**config.mk**
```make
export PLATFORM = sky130hd
export DESIGN_NAME = aabb_collision_table_top
export DESIGN_NICKNAME = d
export VERILOG_FILES = /design/src/rtl/aabb_pkg.sv /design/src/rtl/aabb_collision_table_top.sv /design/src/rtl/aabb_ram.sv /design/src/rtl/aabb_overlap.sv
export SDC_FILE = /design/constraint.sdc
export NUM_CORES = 2
export LEC_CHECK = 0
export ABC_AREA = 1
export BUFFER_PORTS_ARGS = -buffer_cell sky130_fd_sc_hd__buf_2
export CAP_MARGIN = 30
export CORE_MARGIN = 1.5
export CORE_UTILIZATION = 30
export CTS_CLUSTER_DIAMETER = 50
export CTS_CLUSTER_SIZE = 12
export DETAILED_ROUTE_END_ITERATION = 6
export GPL_TIMING_DRIVEN = 1
export PLACE_DENSITY = 0.49
export SLEW_MARGIN = 40
export SYNTH_ARGS = -nofsm -noshare
export SYNTH_HDL_FRONTEND = slang
export SYNTH_SLANG_ARGS = --single-unit
```
**constraint.sdc**
```tcl
create_clock -name clk -period 6.17 [get_ports clk]
set_input_delay 1.5425 -clock clk [delete_from_list [all_inputs] [get_ports clk]]
set_output_delay 1.5425 -clock clk [all_outputs]
set_load 0.02 [all_outputs]
```
**src/rtl/aabb_pkg.sv**
```systemverilog
// ----------------------------------------------------------------------------
// aabb_pkg
// Types, constants and codes shared by the box collision table modules.
// ----------------------------------------------------------------------------
package aabb_pkg;

	localparam int MAX_BOXES = 32;
	localparam int ADDR_W    = $clog2(MAX_BOXES);
	localparam int CNT_W     = $clog2(MAX_BOXES + 1);

	localparam int POS_W     = 16;
	localparam int SIZE_W    = 15;
	localparam int TYPE_W    = 3;
	localparam int IDX_W     = 5;
	localparam int CMD_W     = 3;
	localparam int STATUS_W  = 2;
	localparam int NUM_TYPES = 5;
	localparam int MASK_W    = NUM_TYPES * NUM_TYPES;
	localparam int MSEL_W    = $clog2(MASK_W);

	localparam int IN_W      = 112;
	localparam int OUT_W     = 16;
	localparam int CFG_W     = MASK_W;

	localparam logic [MASK_W-1:0] SKIP_MASK_RST = MASK_W'(13452548);
	localparam logic [TYPE_W-1:0] INVERT_RST    = TYPE_W'(4);

	localparam logic CFG_SKIP_MASK = 1'b0;
	localparam logic CFG_INVERT    = 1'b1;

	typedef enum logic [CMD_W-1:0] {
		CMD_ADD   = 3'd0,
		CMD_MOVE  = 3'd1,
		CMD_SET   = 3'd2,
		CMD_QUERY = 3'd3,
		CMD_READ  = 3'd4
	} cmd_t;

	typedef enum logic [STATUS_W-1:0] {
		ST_DONE   = 2'd0,
		ST_FULL   = 2'd1,
		ST_UNUSED = 2'd2
	} status_t;

	typedef enum logic [4:0] {
		S_IDLE  = 5'b00001,
		S_MOVE  = 5'b00010,
		S_QSELF = 5'b00100,
		S_QWALK = 5'b01000,
		S_DONE  = 5'b10000
	} state_t;

	typedef struct packed {
		logic signed [POS_W-1:0] x;
		logic signed [POS_W-1:0] y;
	} pos_t;

	typedef struct packed {
		logic [SIZE_W-1:0] w;
		logic [SIZE_W-1:0] h;
		logic [TYPE_W-1:0] kind;
	} attr_t;

	typedef struct packed {
		logic tested;
		logic hit;
	} ovl_t;

endpackage

```
**src/rtl/aabb_collision_table_top.sv**
```systemverilog
// ----------------------------------------------------------------------------
// aabb_collision_table_top
// Box table with add, move, set center, query and highlight read commands.
// A command goes from S_IDLE to S_DONE, by way of S_MOVE for a move and of S_QSELF
// and S_QWALK for a query, which reads one stored box per cycle from the box RAM.
// Next command is taken the cycle after the result is loaded into the output
// register. Reset loads the config defaults and clears entry count, highlights and
// the channels; box RAM contents are undefined until written, with no clearing pass.
// ----------------------------------------------------------------------------
module aabb_collision_table_top import aabb_pkg::*; (
	input  logic             clk,
	input  logic             arst_n,
	input  logic             s_axis_tvalid,
	output logic             s_axis_tready,
	// cmd, entry_index, center_x, center_y, box_width, box_height, box_type,
	// delta_x, delta_y
	input  logic [IN_W-1:0]  s_axis_tdata,
	output logic             m_axis_tvalid,
	input  logic             m_axis_tready,
	// status, collided, hit_index, highlighted
	output logic [OUT_W-1:0] m_axis_tdata,
	input  logic             cfg_we,
	input  logic             cfg_index,
	input  logic [CFG_W-1:0] cfg_wdata
);

	localparam int CMP_W = CNT_W + IDX_W;

	state_t              state_q;
	logic [CNT_W-1:0]    count_q;
	logic [MAX_BOXES-1:0] hl_q;
	logic [MASK_W-1:0]   skip_mask_q;
	logic [TYPE_W-1:0]   invert_q;
	logic                out_valid_q;
	logic [OUT_W-1:0]    out_data_q;

	logic [ADDR_W-1:0]   cur_q, j_q;
	logic signed [POS_W-1:0] dx_q, dy_q;
	pos_t                self_pos_q;
	attr_t               self_attr_q;
	status_t             res_status_q;
	logic                res_coll_q;
	logic [IDX_W-1:0]    res_hit_q;
	logic                res_hl_q;

	logic [CMD_W-1:0]    in_cmd;
	logic [IDX_W-1:0]    in_idx;
	pos_t                in_pos;
	attr_t               in_attr;
	logic signed [POS_W-1:0] in_dx, in_dy;

	logic                in_fire, idx_ok, full, slot_free, last, j_self, hit_now;
	logic [ADDR_W-1:0]   in_addr;

	logic                pos_we, attr_we;
	logic [ADDR_W-1:0]   pos_waddr, raddr;
	pos_t                pos_wdata, pos_rdata;
	attr_t               attr_rdata;
	ovl_t                ovl;

	always_comb begin
		in_cmd    = s_axis_tdata[2:0];
		in_idx    = s_axis_tdata[7:3];
		in_pos.x  = s_axis_tdata[23:8];
		in_pos.y  = s_axis_tdata[39:24];
		in_attr.w = s_axis_tdata[54:40];
		in_attr.h = s_axis_tdata[69:55];
		in_attr.kind = s_axis_tdata[72:70];
		in_dx     = s_axis_tdata[88:73];
		in_dy     = s_axis_tdata[104:89];

		s_axis_tready = (state_q == S_IDLE);
		in_fire   = s_axis_tvalid && s_axis_tready;
		in_addr   = ADDR_W'(in_idx);
		idx_ok    = CMP_W'(in_idx) < CMP_W'(count_q);
		full      = count_q >= CNT_W'(MAX_BOXES);
		slot_free = !out_valid_q || m_axis_tready;
		last      = (CNT_W'(j_q) + CNT_W'(1)) >= count_q;
		j_self    = (j_q == cur_q);
		hit_now   = !j_self && ovl.hit;

		m_axis_tvalid = out_valid_q;
		m_axis_tdata  = out_data_q;
	end

	// RAM port control
	always_comb begin
		pos_we    = 1'b0;
		attr_we   = 1'b0;
		pos_waddr = in_addr;
		pos_wdata = in_pos;
		case (state_q)
			S_QSELF: raddr = '0;
			S_QWALK: raddr = j_q + ADDR_W'(1);
			default: raddr = in_addr;
		endcase
		if (state_q == S_MOVE) begin
			pos_we      = 1'b1;
			pos_waddr   = cur_q;
			pos_wdata.x = pos_rdata.x + dx_q;
			pos_wdata.y = pos_rdata.y + dy_q;
		end else if (in_fire) begin
			case (cmd_t'(in_cmd))
				CMD_ADD: begin
					pos_waddr = ADDR_W'(count_q);
					pos_we    = !full;
					attr_we   = !full;
				end
				CMD_SET: pos_we = idx_ok;
				default: pos_we = 1'b0;
			endcase
		end
	end

	aabb_ram #(.WIDTH($bits(pos_t)), .DEPTH(MAX_BOXES)) u_pos_ram (
		.clk   (clk),
		.we    (pos_we),
		.waddr (pos_waddr),
		.wdata (pos_wdata),
		.raddr (raddr),
		.rdata (pos_rdata)
	);

	aabb_ram #(.WIDTH($bits(attr_t)), .DEPTH(MAX_BOXES)) u_attr_ram (
		.clk   (clk),
		.we    (attr_we),
		.waddr (ADDR_W'(count_q)),
		.wdata (in_attr),
		.raddr (raddr),
		.rdata (attr_rdata)
	);

	aabb_overlap u_overlap (
		.self_pos    (self_pos_q),
		.self_attr   (self_attr_q),
		.other_pos   (pos_rdata),
		.other_attr  (attr_rdata),
		.skip_mask   (skip_mask_q),
		.invert_code (invert_q),
		.result      (ovl)
	);

	// control state
	always_ff @(posedge clk or negedge arst_n) begin
		if (!arst_n) begin
			state_q     <= S_IDLE;
			count_q     <= '0;
			hl_q        <= '0;
			skip_mask_q <= SKIP_MASK_RST;
			invert_q    <= INVERT_RST;
			out_valid_q <= 1'b0;
		end else begin
			if (cfg_we) begin
				case (cfg_index)
					CFG_SKIP_MASK: skip_mask_q <= cfg_wdata;
					CFG_INVERT:    invert_q    <= cfg_wdata[TYPE_W-1:0];
					default:       invert_q    <= invert_q;
				endcase
			end

			if (m_axis_tvalid && m_axis_tready) begin
				out_valid_q <= 1'b0;
			end

			case (state_q)
				S_IDLE: begin
					if (in_fire) begin
						state_q <= S_DONE;
						case (cmd_t'(in_cmd))
							CMD_ADD: begin
								if (!full) begin
									count_q <= count_q + CNT_W'(1);
									hl_q[ADDR_W'(count_q)] <= 1'b0;
								end
							end
							CMD_MOVE:  if (idx_ok) state_q <= S_MOVE;
							CMD_QUERY: if (idx_ok) state_q <= S_QSELF;
							default:   state_q <= S_DONE;
						endcase
					end
				end
				S_MOVE:  state_q <= S_DONE;
				S_QSELF: state_q <= S_QWALK;
				S_QWALK: begin
					if (hit_now) begin
						hl_q[cur_q] <= 1'b1;
						hl_q[j_q]   <= 1'b1;
						state_q     <= S_DONE;
					end else begin
						if (!j_self && ovl.tested) begin
							hl_q[j_q] <= 1'b0;
						end
						if (last) begin
							hl_q[cur_q] <= 1'b0;
							state_q     <= S_DONE;
						end
					end
				end
				S_DONE: begin
					if (slot_free) begin
						out_valid_q <= 1'b1;
						state_q     <= S_IDLE;
					end
				end
				default: state_q <= S_IDLE;
			endcase
		end
	end

	// payload
	always_ff @(posedge clk) begin
		case (state_q)
			S_IDLE: begin
				if (in_fire) begin
					cur_q        <= in_addr;
					dx_q         <= in_dx;
					dy_q         <= in_dy;
					res_status_q <= ST_DONE;
					res_coll_q   <= 1'b0;
					res_hit_q    <= '0;
					res_hl_q     <= 1'b0;
					case (cmd_t'(in_cmd))
						CMD_ADD: begin
							if (full) begin
								res_status_q <= ST_FULL;
							end else begin
								res_hit_q <= IDX_W'(count_q);
							end
						end
						CMD_MOVE, CMD_SET, CMD_QUERY, CMD_READ: begin
							if (idx_ok) begin
								res_hl_q <= hl_q[in_addr];
							end else begin
								res_status_q <= ST_UNUSED;
							end
						end
						default: res_status_q <= ST_DONE;
					endcase
				end
			end
			S_QSELF: begin
				self_pos_q  <= pos_rdata;
				self_attr_q <= attr_rdata;
				j_q         <= '0;
			end
			S_QWALK: begin
				j_q <= j_q + ADDR_W'(1);
				if (hit_now) begin
					res_coll_q <= 1'b1;
					res_hit_q  <= IDX_W'(j_q);
					res_hl_q   <= 1'b1;
				end else if (last) begin
					res_hl_q <= 1'b0;
				end
			end
			S_DONE: begin
				if (slot_free) begin
					out_data_q <= {(OUT_W-9)'(0), res_hl_q, res_hit_q, res_coll_q, res_status_q};
				end
			end
			default: j_q <= j_q;
		endcase
	end

endmodule

```
**src/rtl/aabb_ram.sv**
```systemverilog
// ----------------------------------------------------------------------------
// aabb_ram
// Generic single-write, single-read RAM with registered read data.
// ----------------------------------------------------------------------------
module aabb_ram #(
	parameter int WIDTH = 32,
	parameter int DEPTH = 32
) (
	input  logic                     clk,
	input  logic                     we,
	input  logic [$clog2(DEPTH)-1:0] waddr,
	input  logic [WIDTH-1:0]         wdata,
	input  logic [$clog2(DEPTH)-1:0] raddr,
	output logic [WIDTH-1:0]         rdata
);

	logic [WIDTH-1:0] mem [DEPTH];

	always_ff @(posedge clk) begin
		if (we) begin
			mem[waddr] <= wdata;
		end
		rdata <= mem[raddr];
	end

endmodule

```
**src/rtl/aabb_overlap.sv**
```systemverilog
// ----------------------------------------------------------------------------
// aabb_overlap
// Pair filter and overlap test of the querying box against one other box.
// ----------------------------------------------------------------------------
module aabb_overlap import aabb_pkg::*; (
	input  pos_t              self_pos,
	input  attr_t             self_attr,
	input  pos_t              other_pos,
	input  attr_t             other_attr,
	input  logic [MASK_W-1:0] skip_mask,
	input  logic [TYPE_W-1:0] invert_code,
	output ovl_t              result
);

	logic signed [POS_W:0] dx, dy;
	logic [POS_W:0]        adx, ady;
	logic [SIZE_W:0]       wsum, hsum;
	logic                  overlap;
	logic                  skipped;
	logic [MSEL_W-1:0]     msel;

	always_comb begin
		dx   = (POS_W+1)'(self_pos.x) - (POS_W+1)'(other_pos.x);
		dy   = (POS_W+1)'(self_pos.y) - (POS_W+1)'(other_pos.y);
		adx  = dx[POS_W] ? $unsigned(-dx) : $unsigned(dx);
		ady  = dy[POS_W] ? $unsigned(-dy) : $unsigned(dy);
		wsum = (SIZE_W+1)'(self_attr.w) + (SIZE_W+1)'(other_attr.w);
		hsum = (SIZE_W+1)'(self_attr.h) + (SIZE_W+1)'(other_attr.h);
		overlap = ({adx, 1'b0} <= (POS_W+2)'(wsum)) && ({ady, 1'b0} <= (POS_W+2)'(hsum));

		msel = MSEL_W'(other_attr.kind) * MSEL_W'(NUM_TYPES) + MSEL_W'(self_attr.kind);
		if (other_attr.kind > TYPE_W'(NUM_TYPES - 1) || self_attr.kind > TYPE_W'(NUM_TYPES - 1)) begin
			skipped = 1'b0;
		end else begin
			skipped = skip_mask[msel];
		end

		result.tested = !skipped;
		result.hit    = !skipped && (overlap ^ (other_attr.kind == invert_code));
	end

endmodule

```
---- Yosys cells after proc, flatten, opt, wreduce, memory -nomap -nowiden ----
Memory sizes are Yosys's and may differ from the RTL's. A register that Yosys moved wholly into a read port is not among the register bits.
Cells that the tools add are included.
word-level totals
  bits in registers ....................... 197
  RAM bits ................................ 2,080
  input port bits ......................... 143
  memories kept ........................... 2
memories
  memory          depth  bits a word  rd ports  clocked after memory_dff  wr ports  line            text
  u_attr_ram.mem  32     33           1         1                         1         aabb_ram.sv:17  logic [WIDTH-1:0] mem [DEPTH];
  u_pos_ram.mem   32     32           1         1                         1         aabb_ram.sv:17
operators by class
  $add $sub $neg .......................... 12
  multipliers ............................. 1
  magnitude comparators ................... 15
  eq/ne operators ......................... 17
  muxes and demuxes ....................... 66
  bitwise gates (word level) .............. 11
  reductions and logical operators ........ 28
operators by type and width
  cell                 count
  $mux 32              9
  $and 32x32->32       3
  $not 32->32          3
  $mux 5               13
  $or 32x32->32        2
  $pmux 32 s2          1
  $pmux 5 s2           4
  $le 18x16->1         2
  $mux 17              2
  $neg 17->17          2
  $sub 16x16->17       2
  $add 15x15->16       2
  $add 16x16->16       2
  $lt 5x6->1 const B   5
  $mux 1               26
  $pmux 5 s5           1
  $demux 1 s5          3
  $ge 5x1->1 const B   3
  $bmux 1 s5           2
  $logic_and 1x1->1    9
  $reduce_and 3->1     3
  $reduce_and 2->1     4
  $reduce_and 4->1     2
  $add 5x1->6 const B  1
  other kinds (31)     44

---- Depth between registers and ports, before layout ----
  depth in word-level cells ............... 14
  mapped depth ............................ 41

---- Hierarchy ----
Synthesis repeated with hierarchy kept, for this count alone.
second synthesis, totals
  cells, all modules ...................... 9,378
  area total of the unflattened synthesis .. 102,728.5 um^2
modules (own cells, without submodules)
  module                    instances  cells an instance  area an instance (um^2)  seq. area each (um^2)
  aabb_ram (u_attr_ram)     1          3,645              43,680.6                 32,371.0
  aabb_ram (u_pos_ram)      1          3,536              42,405.7                 31,390.1
  aabb_collision_table_top  1          1,267              11,300.8                 5,569.1
  aabb_overlap              1          930                5,341.4                  0.0

---- Least setup slack after synthesis ----
Ideal clock, no wire load.
  path type ............................... input port to flip-flop
  from .................................... in s_axis_tvalid
  to ...................................... mem u_attr_ram.mem[28][0] (netlist name), enable pin
  setup time .............................. 0.464 ns
  arrival time ............................ 6.403 ns
  required time ........................... 5.706 ns
  slack ................................... -0.697 ns
  stages .................................. 8
  buffers on the path ..................... 2
  path through ............................ inv_1 nor2_1 inv_1 nor2_1 nand2_1 clkbuf_1 clkbuf_1 nor3_1
on the way
  cells in the longest elaborated chain, start to end .. 5
ends and longest elaborated chain
  item                          line                             text
  start: declaration            aabb_collision_table_top.sv:13   input logic s_axis_tvalid,
  $logic_and 1x1->1             aabb_collision_table_top.sv:73   in_fire = s_axis_tvalid && s_axis_tready;
  $mux 1                        aabb_collision_table_top.sv:102  end else if (in_fire) begin
  $mux 1                        aabb_collision_table_top.sv:97   if (state_q == S_MOVE) begin
  $mux 1                        aabb_ram.sv:20                   if (we) begin
  $mux 1 (implied by the code)  aabb_ram.sv:21                   mem[waddr] <= wdata;
  end: declaration              aabb_ram.sv:17
Every way passes these cells.

---- Worst setup path after layout ----
  from .................................... reg u_pos_ram.rdata[1], read port of u_pos_ram.mem
  to ...................................... reg res_hit_q[1], enable pin
on the way
  cells in the longest elaborated chain, start to end .. 10
ends and longest elaborated chain
  item                                 line                             text
  start: declaration                   aabb_ram.sv:14                   output logic [WIDTH-1:0] rdata
  $sub 16x16->17 *                     aabb_overlap.sv:24               dy = (POS_W+1)'(self_pos.y) - (POS_W+1)'(other_pos.y);
  $neg 17->17                          aabb_overlap.sv:26               ady = dy[POS_W] ? $unsigned(-dy) : $unsigned(dy);
  $mux 17 *                            aabb_overlap.sv:26
  $le 18x16->1 *                       aabb_overlap.sv:29               overlap = ({adx, 1'b0} <= (POS_W+2)'(wsum)) && ({ady, 1'b0} <= (POS_W+2)'(hsum));
  $logic_and 1x1->1 *                  aabb_overlap.sv:29
  $xor 1x1->1 *                        aabb_overlap.sv:39               result.hit = !skipped && (overlap ^ (other_attr.kind == invert_code));
  $logic_and 1x1->1 *                  aabb_overlap.sv:39
  $logic_and 1x1->1 *                  aabb_collision_table_top.sv:80   hit_now = !j_self && ovl.hit;
  $ne 2x2->1 (no source line) *        n/a
  $reduce_and 3->1 (no source line) *  n/a
  end signal: assignment               aabb_collision_table_top.sv:227  res_hit_q <= IDX_W'(count_q);
  end signal: assignment               aabb_collision_table_top.sv:250  res_hit_q <= IDX_W'(j_q);
  end: declaration                     aabb_collision_table_top.sv:43   logic [IDX_W-1:0] res_hit_q;
Mark *: on every way between the ends. The rest lies on a longest branch, timed or not.
A chain may end at the register's enable or synchronous reset.

==> reports/summary.md <==
Sorting the synthesized cells by area gives the leading types as edfxtp_1 (67%), nor2_1 (6.1%), o21ai_0 (5.6%), o22ai_1 (4.0%), nand2_1 (2.0%). The number of resized instances in the post-cts repair step is 0, and the number of global-route vias before repair is 65300. The library cells used most frequently in the layout, excluding fill and tap cells, are edfxtp_1 (2205), nor2_1 (1568), o21ai_0 (1081). The simple-gate share of the synthesized area was 9.67%. The later pin in the worst-skew pair is clocked with a latency of 0.91 ns.

In this run the remaining antenna-violating nets after routing total 0. Summing the areas of all fa, ha and maj instances in the mapped netlist gives 2.04% of the synthesized area. The routed layout has 68100 vias. For the row count, the log shows 210. Fill cells in the final layout number 31800.

The number of buffers inserted by port buffering is 146. The share of the synthesized netlist area taken by xor and xnor gates is 0.699%. STA classifies the critical path startpoint as a flip-flop. The first detailed-routing pass ran for 6 iterations. The cell taking the most area after synthesis was edfxtp_1.

The tools report the total standard cell area after synthesis as 99000 µm². Grouping stages by cell kind, the critical path spends the most delay in simple AND/OR/NAND/NOR gates. Launch point of the critical path: u_pos_ram.rdata[1]. The multiplexer share of the synthesized area was 0.989%; the detailed-placement wirelength estimate was 171000 µm.

Clock-pin slew was measured on the worst setup and hold paths at 0.05 ns. The overall die height came out at 577 µm. The synthesized netlist devotes 13.0% of its cell area to compound gates.

Number of slew-limit violations in the final report: 0. Counting both buffers and inverters, the worst setup path holds a total of 3. For the worst hold slack, the log shows 0.417 ns.

For the total setup violations reported at the end of the flow, the log shows 0. On the critical path, the stage with the largest delay is an instance of dfxtp_1. The maximum clock frequency was 189 MHz; the overall global routing resource usage was 18.5%. TritonCTS built the clock tree.

In the final layout, the share of cells above drive strength 1 is 12.5%. In this run the deepest clock path goes through 4 buffers. The final hold violation count came out at 0.

In this design, the critical path's most frequently occurring cell is nand2_1. Yosys mapped a number of flops with a built-in enable equal to 2205. From synthesis to final layout, the design area changed by 17.5%. Setup repair after global routing left no endpoint under its margin. After detailed routing, the average wire length per cell comes to 24.4 µm. The flow ran to the end, and the final reports show no timing, DRC or antenna violations. The startpoint identified for the worst hold timing path is res_hit_q[1]. The number of synthesized register bits was 2342. In this run the worst path has a maximum fanout of 6. Dividing the detail-routed via count by the number of cells gives 5.21.

The number of warnings reported in the yosys synthesis log was 0. The run gives 6.65 ns as the data required time of the worst path. For the H-tree depth reported by CTS, the log shows 5. The routed design has 318000 µm of wire.

The congestion estimate from routability-driven global placement came to 0.816. The run gives 161 as the count of boundary I/O pins. The fraction of registers with async set or reset after synthesis is 3.07%, and the fraction of post-synthesis cell area in the top cell type by area is 66.9%. The main combinational cell family by area after synthesis is compound AO/OA/AOI/OAI gates. The number of setup buffers added after CTS is 0. Dividing the synthesized area by the synthesized cell count gives 11.9 µm². The run gives 0 as the aggregate global routing overflow. The TritonCTS buffer count came out at 299.

The tools report the number of antenna violations at the first check in global routing as 28. The path class of the tightest hold or removal check is reg -> reg. Category of the critical setup timing path: reg -> reg. The tree is rooted in a clkbuf_16. Synthesis instantiated 61 different standard cells from the library. The tools report the worst ir drop on vdd as 0.240 mV. The floorplan step defined a core boundary enclosing 328000 µm². The post-synthesis sequential area ratio is 70.1%, and the post-route worst setup slack is 0.880 ns. For this run, the slowest stage of the critical path takes 0.65 ns.

Prior to clock tree synthesis, the placed netlist has a worst setup slack of 0.889 ns. Entering global routing, the biggest net connects 175 pins. Clock skew on the completed layout was measured at 0.0793 ns. For this configuration, the core starts out at a cell density of 30.2%. The logs give 39.3 nW for the leakage power total and 6667 for the violation count after the first detailed-routing iteration. The clock period could shrink to 5.29 ns.

The transition time at the pin with the least slew margin is 0.916 ns. The category of the worst setup path capture point is a flip-flop. The worst path uses 85.7% of the clock period. The worst register-to-register path begins at u_pos_ram.rdata[1]. The max-slew headroom at the worst pin was 38.9%. The tree built by TritonCTS fans out to 2342 sinks. In the synthesized netlist the dominant register cell turns out to be edfxtp_1. Hold repair after CTS inserted 0 buffers. The completed layout was analyzed and its total power is 0.0428 W. Dividing total power by cell area gives a power density of 368 nW/µm². The logs give 8762 for the number of nets in the final layout and 455000 µm for the global-route wire length before repair. The run gives 0 as the total of max-cap violations. The run gives 333000 µm² as the area of the die.

At the worst endpoint, the arrival time is 5.77 ns. The floorplan step set the die width to 577 µm. Most common cell after layout, fill and taps aside: edfxtp_1. The cell count after synthesis came out at 8286. In the routed design, unresolved DRC markers number 0.
[worst paths after layout]
path                       cells past startpoint               to  slack, ns
min in group asynchronous                      1      invert_q[1]       0.73
max in group asynchronous                      1          hl_q[7]       4.90
max                                           30     res_hit_q[1]       0.88
min reg2reg                                    0  m_axis_tdata[4]       0.42
max reg2reg                                   30     res_hit_q[1]       0.88
min                                            0  m_axis_tdata[4]       0.42
[per-layer routing]
layer | vias to the layer above | GRT usage (%) | share of wire (%)
li1 | 30600 | - | -
met1 | 34600 | 26.1 | 45
met2 | 2379 | 29.5 | 45
met3 | 471 | 2.84 | 7.0
met4 | 16 | 5.00 | 2.8
met5 | - | 0 | 0.031
[kinds of logic after synthesis]
group           count (synthesis)
compound gates               2329
xor+xnor                       79
fa+ha+maj                     157
buf+inv                       879
flops                        2342
mux                            87
other cells                     1
simple gates                 2412
[layout make-up]
cell class | instances | area (µm²) | area share [%]
flip-flops and latches | 2342 | 69300 | 59.6
well taps | 4346 | 5440 | 4.68
repair buffers | 367 | 3340 | 2.88
clock inverters | 185 | 2120 | 1.82
multi-input cells | 5071 | 26800 | 23.0
clock buffers | 350 | 7790 | 6.70
inverters | 381 | 1480 | 1.27
diodes | 10 | 25.0 | 0.0215
[synth_stat cells, drive strengths merged, types with 14 or more instances]
master and count:
o211ai 15, xnor2 29, buf 155, mux2 86, ha 150, o221ai 33, inv 377, nand2 535
edfxtp 2205, nor3 71, nor2 1608, dfxtp 65, nand4 18, clkbuf 343, a21oi 161, a211oi 14
xor2 50, nand3 149, o22ai 640, o21ai 1418, dfrtp 61
[state kept, by name (all words and copies together) (netlist names), 2 cells and up]
signal            count
u_pos_ram.rdata      32
dx_q                 16
count_q               6
state_q               5
j_q                   5
m_axis_tdata          9
res_status_q          2
skip_mask_q          25
cur_q                 5
dy_q                 16
invert_q              3
res_hit_q             5
u_pos_ram.mem      1024
self_pos_q           32
hl_q                 32
self_attr_q          33
u_attr_ram.mem     1056
u_attr_ram.rdata     33
[stage by stage]
stage                     area (µm²)  setup TNS (ns)  util [%]  std cells
after floorplan                99000         -736.51         -       8292
final                         116000               0      35.5      13100
after CTS                     116000               0      35.5      13000
after global placement        106000               0      32.3      12500
after detailed placement      106000               0      32.4      12500
after global routing          116000               0      35.5      13000
[where the power goes]
group | leakage (nW) | switching (W) | internal, W | total, W
clock network | 4.77 | 0.00702 | 0.0105 | 0.0175
registers | 21.2 | 0.000356 | 0.0179 | 0.0182
logic | 13.3 | 0.00480 | 0.00225 | 0.00706
total | 39.3 | 0.0122 | 0.0306 | 0.0428
Note: power is estimated with default switching activity, not from simulation.
